--- config.mk ---
export PLATFORM = sky130hd
export DESIGN_NAME = impact_event_detector_flat
export DESIGN_NICKNAME = d
export VERILOG_FILES = /design/src/hdl/ied_pkg.sv /design/src/hdl/ied_in_if.sv /design/src/hdl/ied_out_if.sv /design/src/hdl/ied_front.sv /design/src/hdl/ied_fifo.sv /design/src/hdl/ied_back.sv /design/src/hdl/impact_event_detector.sv /design/src/flat_wrapper.sv
export SDC_FILE = /design/constraint.sdc
export NUM_CORES = 2
export LEC_CHECK = 0
export BUFFER_PORTS_ARGS = -buffer_cell sky130_fd_sc_hd__buf_4
export CAP_MARGIN = 20
export CORE_MARGIN = 3
export CORE_UTILIZATION = 57
export DETAILED_ROUTE_END_ITERATION = 10
export HOLD_SLACK_MARGIN = 0.1
export PLACE_DENSITY = 0.77
export SYNTH_ARGS = -nofsm -noshare
export SYNTH_HDL_FRONTEND = slang
export SYNTH_SLANG_ARGS = --single-unit
--- constraint.sdc ---
create_clock -name clk -period 7.7 [get_ports clk]
set_clock_uncertainty 0.15 [all_clocks]
set_input_delay 1.54 -clock clk [delete_from_list [all_inputs] [get_ports clk]]
set_output_delay 1.54 -clock clk [all_outputs]
set_load 0.01 [all_outputs]
--- src/hdl/ied_pkg.sv ---
// ----------------------------------------------------------------------------
// Impact event detector package
// Shared types, register indexes and encodings of the impact event detector.
// ----------------------------------------------------------------------------
package ied_pkg;

  localparam int CFG_IDX_W  = 3;
  localparam int CFG_DATA_W = 16;

  localparam logic [CFG_IDX_W-1:0] CFG_GRAVITY_BASELINE = 3'd0;
  localparam logic [CFG_IDX_W-1:0] CFG_IMPACT_THRESHOLD = 3'd1;
  localparam logic [CFG_IDX_W-1:0] CFG_MEDIUM_THRESHOLD = 3'd2;
  localparam logic [CFG_IDX_W-1:0] CFG_HIGH_THRESHOLD   = 3'd3;
  localparam logic [CFG_IDX_W-1:0] CFG_COOLDOWN_MS      = 3'd4;

  localparam logic [15:0] RST_GRAVITY_BASELINE = 16'd4096;
  localparam logic [15:0] RST_IMPACT_THRESHOLD = 16'd1434;
  localparam logic [15:0] RST_MEDIUM_THRESHOLD = 16'd2867;
  localparam logic [15:0] RST_HIGH_THRESHOLD   = 16'd4915;
  localparam logic [15:0] RST_COOLDOWN_MS      = 16'd500;

  localparam logic [31:0] ROOT_FIRST_BIT = 32'h4000_0000;

  typedef enum logic [1:0] {
    LVL_LOW    = 2'd0,
    LVL_MEDIUM = 2'd1,
    LVL_HIGH   = 2'd2
  } level_t;

  typedef struct packed {
    logic [15:0] gravity_baseline;
    logic [15:0] impact_threshold;
    logic [15:0] medium_threshold;
    logic [15:0] high_threshold;
    logic [15:0] cooldown_ms;
  } cfg_t;

  typedef struct packed {
    logic [31:0] sum_sq;
    logic [31:0] time_ms;
  } q_item_t;

  typedef enum logic [1:0] {
    F_IDLE,
    F_CALC,
    F_PUSH
  } front_state_t;

  typedef enum logic [1:0] {
    B_IDLE,
    B_ROOT,
    B_EVAL
  } back_state_t;

endpackage

--- src/hdl/ied_in_if.sv ---
// ----------------------------------------------------------------------------
// Sample channel
// Valid/ready channel that carries one accelerometer sample and its timestamp.
// ----------------------------------------------------------------------------
interface ied_in_if;
  logic               valid;
  logic               ready;
  logic signed [15:0] accel_x;
  logic signed [15:0] accel_y;
  logic signed [15:0] accel_z;
  logic        [31:0] time_ms;

  modport source (output valid, accel_x, accel_y, accel_z, time_ms, input ready);
  modport sink   (input valid, accel_x, accel_y, accel_z, time_ms, output ready);
endinterface

--- src/hdl/ied_out_if.sv ---
// ----------------------------------------------------------------------------
// Impact event channel
// Valid/ready channel that carries one impact event.
// ----------------------------------------------------------------------------
interface ied_out_if;
  logic        valid;
  logic        ready;
  logic [1:0]  impact_level;
  logic [15:0] deviation;
  logic [31:0] event_time_ms;

  modport source (output valid, impact_level, deviation, event_time_ms, input ready);
  modport sink   (input valid, impact_level, deviation, event_time_ms, output ready);
endinterface

--- src/hdl/ied_front.sv ---
// ----------------------------------------------------------------------------
// Impact detector front end
// Accepts a sample and forms the sum of squares of the three axes with one
// shared multiplier, then hands the sum and timestamp to the queue.
// ----------------------------------------------------------------------------
module ied_front
  import ied_pkg::*;
(
  input  logic          clk,
  input  logic          rst_n,
  ied_in_if.sink        in_ch,
  output logic          push_valid,
  input  logic          push_ready,
  output q_item_t       push_data
);

  front_state_t       state_r, state_nxt;
  logic         [1:0] cnt_r;
  logic signed [15:0] ax_r, ay_r, az_r;
  logic        [31:0] time_r;
  logic        [30:0] sq_r;
  logic        [31:0] acc_r;
  logic signed [15:0] mul_op;
  logic signed [31:0] mul_res;
  logic               in_fire;

  assign in_fire = in_ch.valid && in_ch.ready;

  always_comb begin
    state_nxt = state_r;
    unique case (state_r)
      F_IDLE: if (in_ch.valid) state_nxt = F_CALC;
      F_CALC: if (cnt_r == 2'd3) state_nxt = F_PUSH;
      F_PUSH: if (push_ready) state_nxt = F_IDLE;
      default: state_nxt = F_IDLE;
    endcase
  end

  always_comb begin
    in_ch.ready = 1'b0;
    push_valid  = 1'b0;
    unique case (state_r)
      F_IDLE: in_ch.ready = 1'b1;
      F_PUSH: push_valid  = 1'b1;
      default: ;
    endcase
  end

  always_comb begin
    case (cnt_r)
      2'd0:    mul_op = ax_r;
      2'd1:    mul_op = ay_r;
      default: mul_op = az_r;
    endcase
  end

  assign mul_res   = mul_op * mul_op;
  assign push_data = '{sum_sq: acc_r, time_ms: time_r};

  always_ff @(posedge clk) begin
    if (!rst_n) begin
      state_r <= F_IDLE;
    end else begin
      state_r <= state_nxt;
    end
  end

  always_ff @(posedge clk) begin
    if (in_fire) begin
      ax_r   <= in_ch.accel_x;
      ay_r   <= in_ch.accel_y;
      az_r   <= in_ch.accel_z;
      time_r <= in_ch.time_ms;
      cnt_r  <= 2'd0;
      acc_r  <= '0;
    end else if (state_r == F_CALC) begin
      sq_r  <= mul_res[30:0];
      cnt_r <= cnt_r + 2'd1;
      if (cnt_r != 2'd0) begin
        acc_r <= acc_r + {1'b0, sq_r};
      end
    end
  end

endmodule

--- src/hdl/ied_fifo.sv ---
// ----------------------------------------------------------------------------
// Impact detector queue
// Short first-in first-out queue between the front end and the back end.
// ----------------------------------------------------------------------------
module ied_fifo
  import ied_pkg::*;
#(
  parameter int DEPTH = 2
) (
  input  logic    clk,
  input  logic    rst_n,
  input  logic    push_valid,
  output logic    push_ready,
  input  q_item_t push_data,
  output logic    pop_valid,
  input  logic    pop_ready,
  output q_item_t pop_data
);

  localparam int PTR_W = (DEPTH > 1) ? $clog2(DEPTH) : 1;
  localparam int CNT_W = $clog2(DEPTH + 1);
  localparam logic [PTR_W-1:0] LAST_PTR = PTR_W'(DEPTH - 1);
  localparam logic [CNT_W-1:0] FULL_CNT = CNT_W'(DEPTH);

  q_item_t            mem_r [DEPTH];
  logic   [PTR_W-1:0] wr_ptr_r, rd_ptr_r;
  logic   [CNT_W-1:0] count_r;
  logic               do_push, do_pop;

  assign push_ready = (count_r != FULL_CNT);
  assign pop_valid  = (count_r != '0);
  assign pop_data   = mem_r[rd_ptr_r];
  assign do_push    = push_valid && push_ready;
  assign do_pop     = pop_valid && pop_ready;

  always_ff @(posedge clk) begin
    if (!rst_n) begin
      wr_ptr_r <= '0;
      rd_ptr_r <= '0;
      count_r  <= '0;
    end else begin
      if (do_push) begin
        wr_ptr_r <= (wr_ptr_r == LAST_PTR) ? '0 : wr_ptr_r + PTR_W'(1);
      end
      if (do_pop) begin
        rd_ptr_r <= (rd_ptr_r == LAST_PTR) ? '0 : rd_ptr_r + PTR_W'(1);
      end
      if (do_push && !do_pop) begin
        count_r <= count_r + CNT_W'(1);
      end else if (do_pop && !do_push) begin
        count_r <= count_r - CNT_W'(1);
      end
    end
  end

  always_ff @(posedge clk) begin
    if (do_push) begin
      mem_r[wr_ptr_r] <= push_data;
    end
  end

endmodule

--- src/hdl/ied_back.sv ---
// ----------------------------------------------------------------------------
// Impact detector back end
// Takes the square root of the sum two bits per cycle, applies baseline,
// threshold and cooldown, and holds the event in the output register.
// ----------------------------------------------------------------------------
module ied_back
  import ied_pkg::*;
(
  input  logic     clk,
  input  logic     rst_n,
  input  cfg_t     cfg,
  input  logic     pop_valid,
  output logic     pop_ready,
  input  q_item_t  pop_data,
  ied_out_if.source out_ch
);

  back_state_t state_r, state_nxt;
  logic [31:0] n_r, root_r, bit_r, time_r;
  logic [31:0] last_time_r;
  logic        oval_r;
  level_t      lvl_r;
  logic [15:0] dev_r;
  logic [31:0] etime_r;

  logic [31:0] trial;
  logic [15:0] mag, dev;
  logic [31:0] elapsed;
  logic        is_event, slot_free, load_out;
  level_t      lvl;

  assign trial     = root_r + bit_r;
  assign mag       = root_r[15:0];
  assign dev       = (mag >= cfg.gravity_baseline) ? mag - cfg.gravity_baseline
                                                   : cfg.gravity_baseline - mag;
  assign elapsed   = time_r - last_time_r;
  assign is_event  = (dev >= cfg.impact_threshold) && (elapsed >= {16'd0, cfg.cooldown_ms});
  assign slot_free = !oval_r || out_ch.ready;

  always_comb begin
    if (dev >= cfg.high_threshold) begin
      lvl = LVL_HIGH;
    end else if (dev >= cfg.medium_threshold) begin
      lvl = LVL_MEDIUM;
    end else begin
      lvl = LVL_LOW;
    end
  end

  always_comb begin
    state_nxt = state_r;
    unique case (state_r)
      B_IDLE: if (pop_valid) state_nxt = B_ROOT;
      B_ROOT: if (bit_r[0]) state_nxt = B_EVAL;
      B_EVAL: if (!is_event || slot_free) state_nxt = B_IDLE;
      default: state_nxt = B_IDLE;
    endcase
  end

  always_comb begin
    pop_ready = 1'b0;
    load_out  = 1'b0;
    unique case (state_r)
      B_IDLE: pop_ready = 1'b1;
      B_EVAL: load_out  = is_event && slot_free;
      default: ;
    endcase
  end

  assign out_ch.valid         = oval_r;
  assign out_ch.impact_level  = lvl_r;
  assign out_ch.deviation     = dev_r;
  assign out_ch.event_time_ms = etime_r;

  always_ff @(posedge clk) begin
    if (!rst_n) begin
      state_r     <= B_IDLE;
      oval_r      <= 1'b0;
      last_time_r <= '0;
    end else begin
      state_r <= state_nxt;
      if (load_out) begin
        oval_r      <= 1'b1;
        last_time_r <= time_r;
      end else if (out_ch.ready) begin
        oval_r <= 1'b0;
      end
    end
  end

  always_ff @(posedge clk) begin
    if (state_r == B_IDLE && pop_valid) begin
      n_r    <= pop_data.sum_sq;
      time_r <= pop_data.time_ms;
      root_r <= '0;
      bit_r  <= ROOT_FIRST_BIT;
    end else if (state_r == B_ROOT) begin
      if (n_r >= trial) begin
        n_r    <= n_r - trial;
        root_r <= (root_r >> 1) + bit_r;
      end else begin
        root_r <= root_r >> 1;
      end
      bit_r <= bit_r >> 2;
    end
    if (load_out) begin
      lvl_r   <= lvl;
      dev_r   <= dev;
      etime_r <= time_r;
    end
  end

endmodule

--- src/hdl/impact_event_detector.sv ---
// ----------------------------------------------------------------------------
// Impact event detector
// Flags accelerometer samples whose magnitude departs from gravity by at least
// a threshold, with a cooldown between reported events.
//
// A sample (three signed Q3.12 axes and a millisecond timestamp) is taken on
// in_ch; an event (level, deviation, timestamp) is offered on out_ch. Both are
// valid/ready channels and a transaction completes when valid and ready are
// both high. A sample yields zero or one event.
// The front end forms the sum of squares with one multiplier, pushes it into
// a QUEUE_DEPTH-entry queue and takes a new sample only after that push. The
// back end pops an entry, runs sixteen square-root iterations, then decides
// whether to raise an event, and pops the next entry only after that decision.
// With an empty queue a sample's event reaches out_ch through the front-end
// registers, the queue, the square-root loop and the output register.
// Configuration writes on cfg_we/cfg_index/cfg_wdata apply from the next cycle.
// Reset restores the default registers, clears the last impact time to zero
// and empties the queue. A stalled receiver holds the event; the back end
// waits for the output register and the queue then fills before in_ch stalls.
// ----------------------------------------------------------------------------
module impact_event_detector
  import ied_pkg::*;
#(
  parameter int QUEUE_DEPTH = 2
) (
  input  logic                  clk,
  input  logic                  rst_n,
  ied_in_if.sink                in_ch,
  ied_out_if.source             out_ch,
  input  logic                  cfg_we,
  input  logic [CFG_IDX_W-1:0]  cfg_index,
  input  logic [CFG_DATA_W-1:0] cfg_wdata
);

  cfg_t    cfg_r;
  logic    push_valid, push_ready, pop_valid, pop_ready;
  q_item_t push_data, pop_data;

  always_ff @(posedge clk) begin
    if (!rst_n) begin
      cfg_r.gravity_baseline <= RST_GRAVITY_BASELINE;
      cfg_r.impact_threshold <= RST_IMPACT_THRESHOLD;
      cfg_r.medium_threshold <= RST_MEDIUM_THRESHOLD;
      cfg_r.high_threshold   <= RST_HIGH_THRESHOLD;
      cfg_r.cooldown_ms      <= RST_COOLDOWN_MS;
    end else if (cfg_we) begin
      unique case (cfg_index)
        CFG_GRAVITY_BASELINE: cfg_r.gravity_baseline <= cfg_wdata;
        CFG_IMPACT_THRESHOLD: cfg_r.impact_threshold <= cfg_wdata;
        CFG_MEDIUM_THRESHOLD: cfg_r.medium_threshold <= cfg_wdata;
        CFG_HIGH_THRESHOLD:   cfg_r.high_threshold   <= cfg_wdata;
        CFG_COOLDOWN_MS:      cfg_r.cooldown_ms      <= cfg_wdata;
        default: ;
      endcase
    end
  end

  ied_front u_front (
    .clk        (clk),
    .rst_n      (rst_n),
    .in_ch      (in_ch),
    .push_valid (push_valid),
    .push_ready (push_ready),
    .push_data  (push_data)
  );

  ied_fifo #(
    .DEPTH (QUEUE_DEPTH)
  ) u_fifo (
    .clk        (clk),
    .rst_n      (rst_n),
    .push_valid (push_valid),
    .push_ready (push_ready),
    .push_data  (push_data),
    .pop_valid  (pop_valid),
    .pop_ready  (pop_ready),
    .pop_data   (pop_data)
  );

  ied_back u_back (
    .clk       (clk),
    .rst_n     (rst_n),
    .cfg       (cfg_r),
    .pop_valid (pop_valid),
    .pop_ready (pop_ready),
    .pop_data  (pop_data),
    .out_ch    (out_ch)
  );

endmodule

--- src/flat_wrapper.sv ---
// flat-port wrapper written by rule: the top's interface ports become plain ports
module impact_event_detector_flat import ied_pkg::*;
#(
  parameter int QUEUE_DEPTH = 2
)
  (clk, rst_n, cfg_we, cfg_index, cfg_wdata, in_ch_valid, in_ch_accel_x, in_ch_accel_y, in_ch_accel_z, in_ch_time_ms, in_ch_ready, out_ch_valid, out_ch_impact_level, out_ch_deviation, out_ch_event_time_ms, out_ch_ready);
  ied_in_if in_ch_i ();
  ied_out_if out_ch_i ();
  input  logic clk;
  input  logic rst_n;
  input  logic cfg_we;
  input  logic [CFG_IDX_W-1:0] cfg_index;
  input  logic [CFG_DATA_W-1:0] cfg_wdata;
  input wire logic [$bits(in_ch_i.valid)-1:0] in_ch_valid;
  input wire logic [$bits(in_ch_i.accel_x)-1:0] in_ch_accel_x;
  input wire logic [$bits(in_ch_i.accel_y)-1:0] in_ch_accel_y;
  input wire logic [$bits(in_ch_i.accel_z)-1:0] in_ch_accel_z;
  input wire logic [$bits(in_ch_i.time_ms)-1:0] in_ch_time_ms;
  output wire logic [$bits(in_ch_i.ready)-1:0] in_ch_ready;
  output wire logic [$bits(out_ch_i.valid)-1:0] out_ch_valid;
  output wire logic [$bits(out_ch_i.impact_level)-1:0] out_ch_impact_level;
  output wire logic [$bits(out_ch_i.deviation)-1:0] out_ch_deviation;
  output wire logic [$bits(out_ch_i.event_time_ms)-1:0] out_ch_event_time_ms;
  input wire logic [$bits(out_ch_i.ready)-1:0] out_ch_ready;
  assign in_ch_i.valid = in_ch_valid;
  assign in_ch_i.accel_x = in_ch_accel_x;
  assign in_ch_i.accel_y = in_ch_accel_y;
  assign in_ch_i.accel_z = in_ch_accel_z;
  assign in_ch_i.time_ms = in_ch_time_ms;
  assign in_ch_ready = in_ch_i.ready;
  assign out_ch_valid = out_ch_i.valid;
  assign out_ch_impact_level = out_ch_i.impact_level;
  assign out_ch_deviation = out_ch_i.deviation;
  assign out_ch_event_time_ms = out_ch_i.event_time_ms;
  assign out_ch_i.ready = out_ch_ready;
  impact_event_detector #(.QUEUE_DEPTH(QUEUE_DEPTH)) u_core (.clk(clk), .rst_n(rst_n), .in_ch(in_ch_i), .out_ch(out_ch_i), .cfg_we(cfg_we), .cfg_index(cfg_index), .cfg_wdata(cfg_wdata));
endmodule
==> impl_metrics.json <==
{
  "synth_top_cells_by_area": "edfxtp_1, fa_1, dfxtp_1",
  "grt.total_usage": 0.244,
  "hp-start": "u_core.u_front.time_r[12]",
  "synth_edf_count": 352,
  "clock-sinks": 556,
  "r2r_setup_slack_ps": 300,
  "min_period_ps": 7400,
  "ys_seq_elements": 556,
  "ys.flop_type": "edfxtp_1",
  "first_pass_iters": 6,
  "slew_violations": 0,
  "die_h_um": 262,
  "fin_crit_sh": 0.961,
  "antenna_found_initial": 3,
  "whs_endpoint": "u_core.u_fifo.mem_r[1][12]",
  "port_buffers": 155,
  "cts_made_buffers": 58,
  "hold_depth": 0,
  "critPathTopFamily": "adder cells",
  "seq_area_frac_synth": 0.392,
  "grt_overflow": 0,
  "fp.coreArea_um2": 64700,
  "top_register": "u_core.u_fifo.mem_r",
  "rows": 93,
  "dieWidth_um": 262,
  "worstRegToRegCells": 28,
  "hpwl_mm": 63.3,
  "largest_reg_flops": 128,
  "slew_headroom": 0.327,
  "drt_wl_total_mm": 84.9,
  "async_flop_share": 0,
  "tightest_slew_ps": 1010,
  "vias": 26962,
  "avgRoutedWirePerCell_um": 17.7,
  "syn_nets": 4387,
  "routed_via_density": 5.62,
  "crit_path_max_fanout": 8,
  "gp_congestion": 0.923,
  "end_kind": "register",
  "ios": 156,
  "area_delta_synth_final_pct": 11.9,
  "grt_pass1_vias": 27269,
  "clock.fmax_mhz": 135,
  "yosysWarnings": 0,
  "grt_max_degree": 95,
  "drive_above_1_share": 0.108,
  "hold_viol": 0,
  "finalSetupTns_ps": 0,
  "timing.rr.start": "u_core.u_front.cnt_r[0]",
  "synth_top_cell_by_area": "edfxtp_1",
  "final-setup-viol-count": 0,
  "crit_slowest_cell": "fa_1",
  "start_util": 0.578,
  "cp-start-kind": "register",
  "hold_path.class": "register to register",
  "final_cell_mix": "inv_1, nand2_1, edfxtp_1",
  "cp.buffers_inverters": 8,
  "antenna_left": 0,
  "synth_top_cell_area_share": 0.282,
  "drc": 0,
  "clk_pin_slew_ps": 70,
  "fill_cells": 5064,
  "criticalPathCategory": "register to register",
  "tritoncts": "yes",
  "synth_area_um2": 37400,
  "die_area_um2": 68800,
  "clock_tree.buffer_depth": 3,
  "grt_pass1_wl_mm": 138,
  "synthDistinctLibCells": 89,
  "drtIter0Drc": 1822,
  "reg_top3": "u_core.u_fifo.mem_r x128, u_core.cfg_r x80",
  "syn_avg_cell_area_um2": 10.0,
  "slowest_delay_ps": 520,
  "multi_input_area_um2": 20500,
  "crit_arrival_ps": 7640,
  "status": "finished, final reports clean",
  "cts.htree.levels": 2,
  "synthCells": 3740,
  "cp_data_required_time_ps": 7940,
  "reg2reg_to": "u_core.u_front.sq_r[28]",
  "clock_latency_ps": 650,
  "root_buffer": "clkbuf_16",
  "cap_violations": 0,
  "layout.nets": 4537,
  "regArea_um2": 14700
}
-- metal layers --
metal	global-route usage	wire (µm)
met2	0.419	40700
met4	0.0863	3080
met5	0	0
met3	0.0366	4680
met1	0.316	36400
-- how the worst max path moves through the flow --
stage	start	to	slack (ps)	depth (start not counted)
final	u_core.u_front.cnt_r[0]	u_core.u_front.sq_r[28]	300	28
after global placement	u_core.u_front.cnt_r[0]	u_core.u_front.sq_r[30]	40	27
after detailed placement	u_core.u_front.cnt_r[0]	u_core.u_front.sq_r[30]	-190	27
after floorplan	u_core.u_front.cnt_r[0]	u_core.u_front.sq_r[30]	50	29
after CTS	u_core.u_front.cnt_r[0]	u_core.u_front.sq_r[29]	9	30
after global routing	u_core.u_front.cnt_r[1]	u_core.u_front.sq_r[29]	-40	27
-- kinds of logic after synthesis --
kind of cell | after synthesis | share of synthesized area
flip-flops | 556 | 0.392
AND/OR/NAND/NOR | 938 | 0.109
AO/OA/AOI/OAI | 801 | 0.134
adder cells (fa/ha/maj) | 543 | 0.229
buffers and inverters | 614 | 0.0636
XOR/XNOR | 170 | 0.0398
multiplexers | 118 | 0.0329
-- repair_timing --
item	4_1_cts	5_1_grt
setup endpoints to repair	4	7
buffers inserted	0	2
hold buffers	0	0
gates resized for setup	3	22
pin swaps	0	3
hold endpoints to repair	0	0
-- Yosys cell counts (4+ instances only) --
master    instances
a41oi_1           7
o211ai_1         43
buf_1             8
dfxtp_1         204
nand2_1         479
nand4_1          20
nor3b_1           4
ha_1            308
a21o_1           76
nand3_1          51
a21boi_0          4
edfxtp_1        352
xor2_1           60
o31ai_1           6
a31oi_1          35
nand2b_1         22
a211oi_1         41
nor2b_1          24
inv_1           481
o21a_1           22
xnor2_1         110
clkinv_1          6
buf_2             4
or3_1            16
o211a_1           4
nor2_1          211
and2_1           11
mux2_2           38
o21ai_0         131
a21oi_1         300
a22oi_1           5
and4_1            4
a211o_1           9
and3_1           19
buf_6             6
or2_2             9
a31o_2           11
o21ai_1           4
o21bai_1         50
clkbuf_1        104
a22o_1           15
mux2i_1          79
fa_1            235
nor3_1           47
nor4_1            7
-- area by class of cell --
class                      count  share of cell area
multi-input combinational   2570               0.490
tap                          855              0.0255
clock inverter                44              0.0154
antenna                        1           0.0000597
inverter                     488              0.0438
sequential                   556               0.350
clock buffer                  66              0.0361
timing repair buffer         216              0.0390
-- metrics by stage --
step                      setup WS [ps]  area (µm²)  hold WS (ps)  utilization  std cells
after global placement             39.6       39600           272        0.612       4683
after CTS                          9.16       41800           294        0.646       4793
after global routing              -37.7       41900           301        0.647       4796
after floorplan                    45.3       37400           271            -       3740
after detailed placement           -188       39600           279        0.612       4683
final                               301       41900           293        0.647       4796
Power is not shown: default switching activity piles up to over one toggle a cycle in this logic, so the estimate is an artifact.
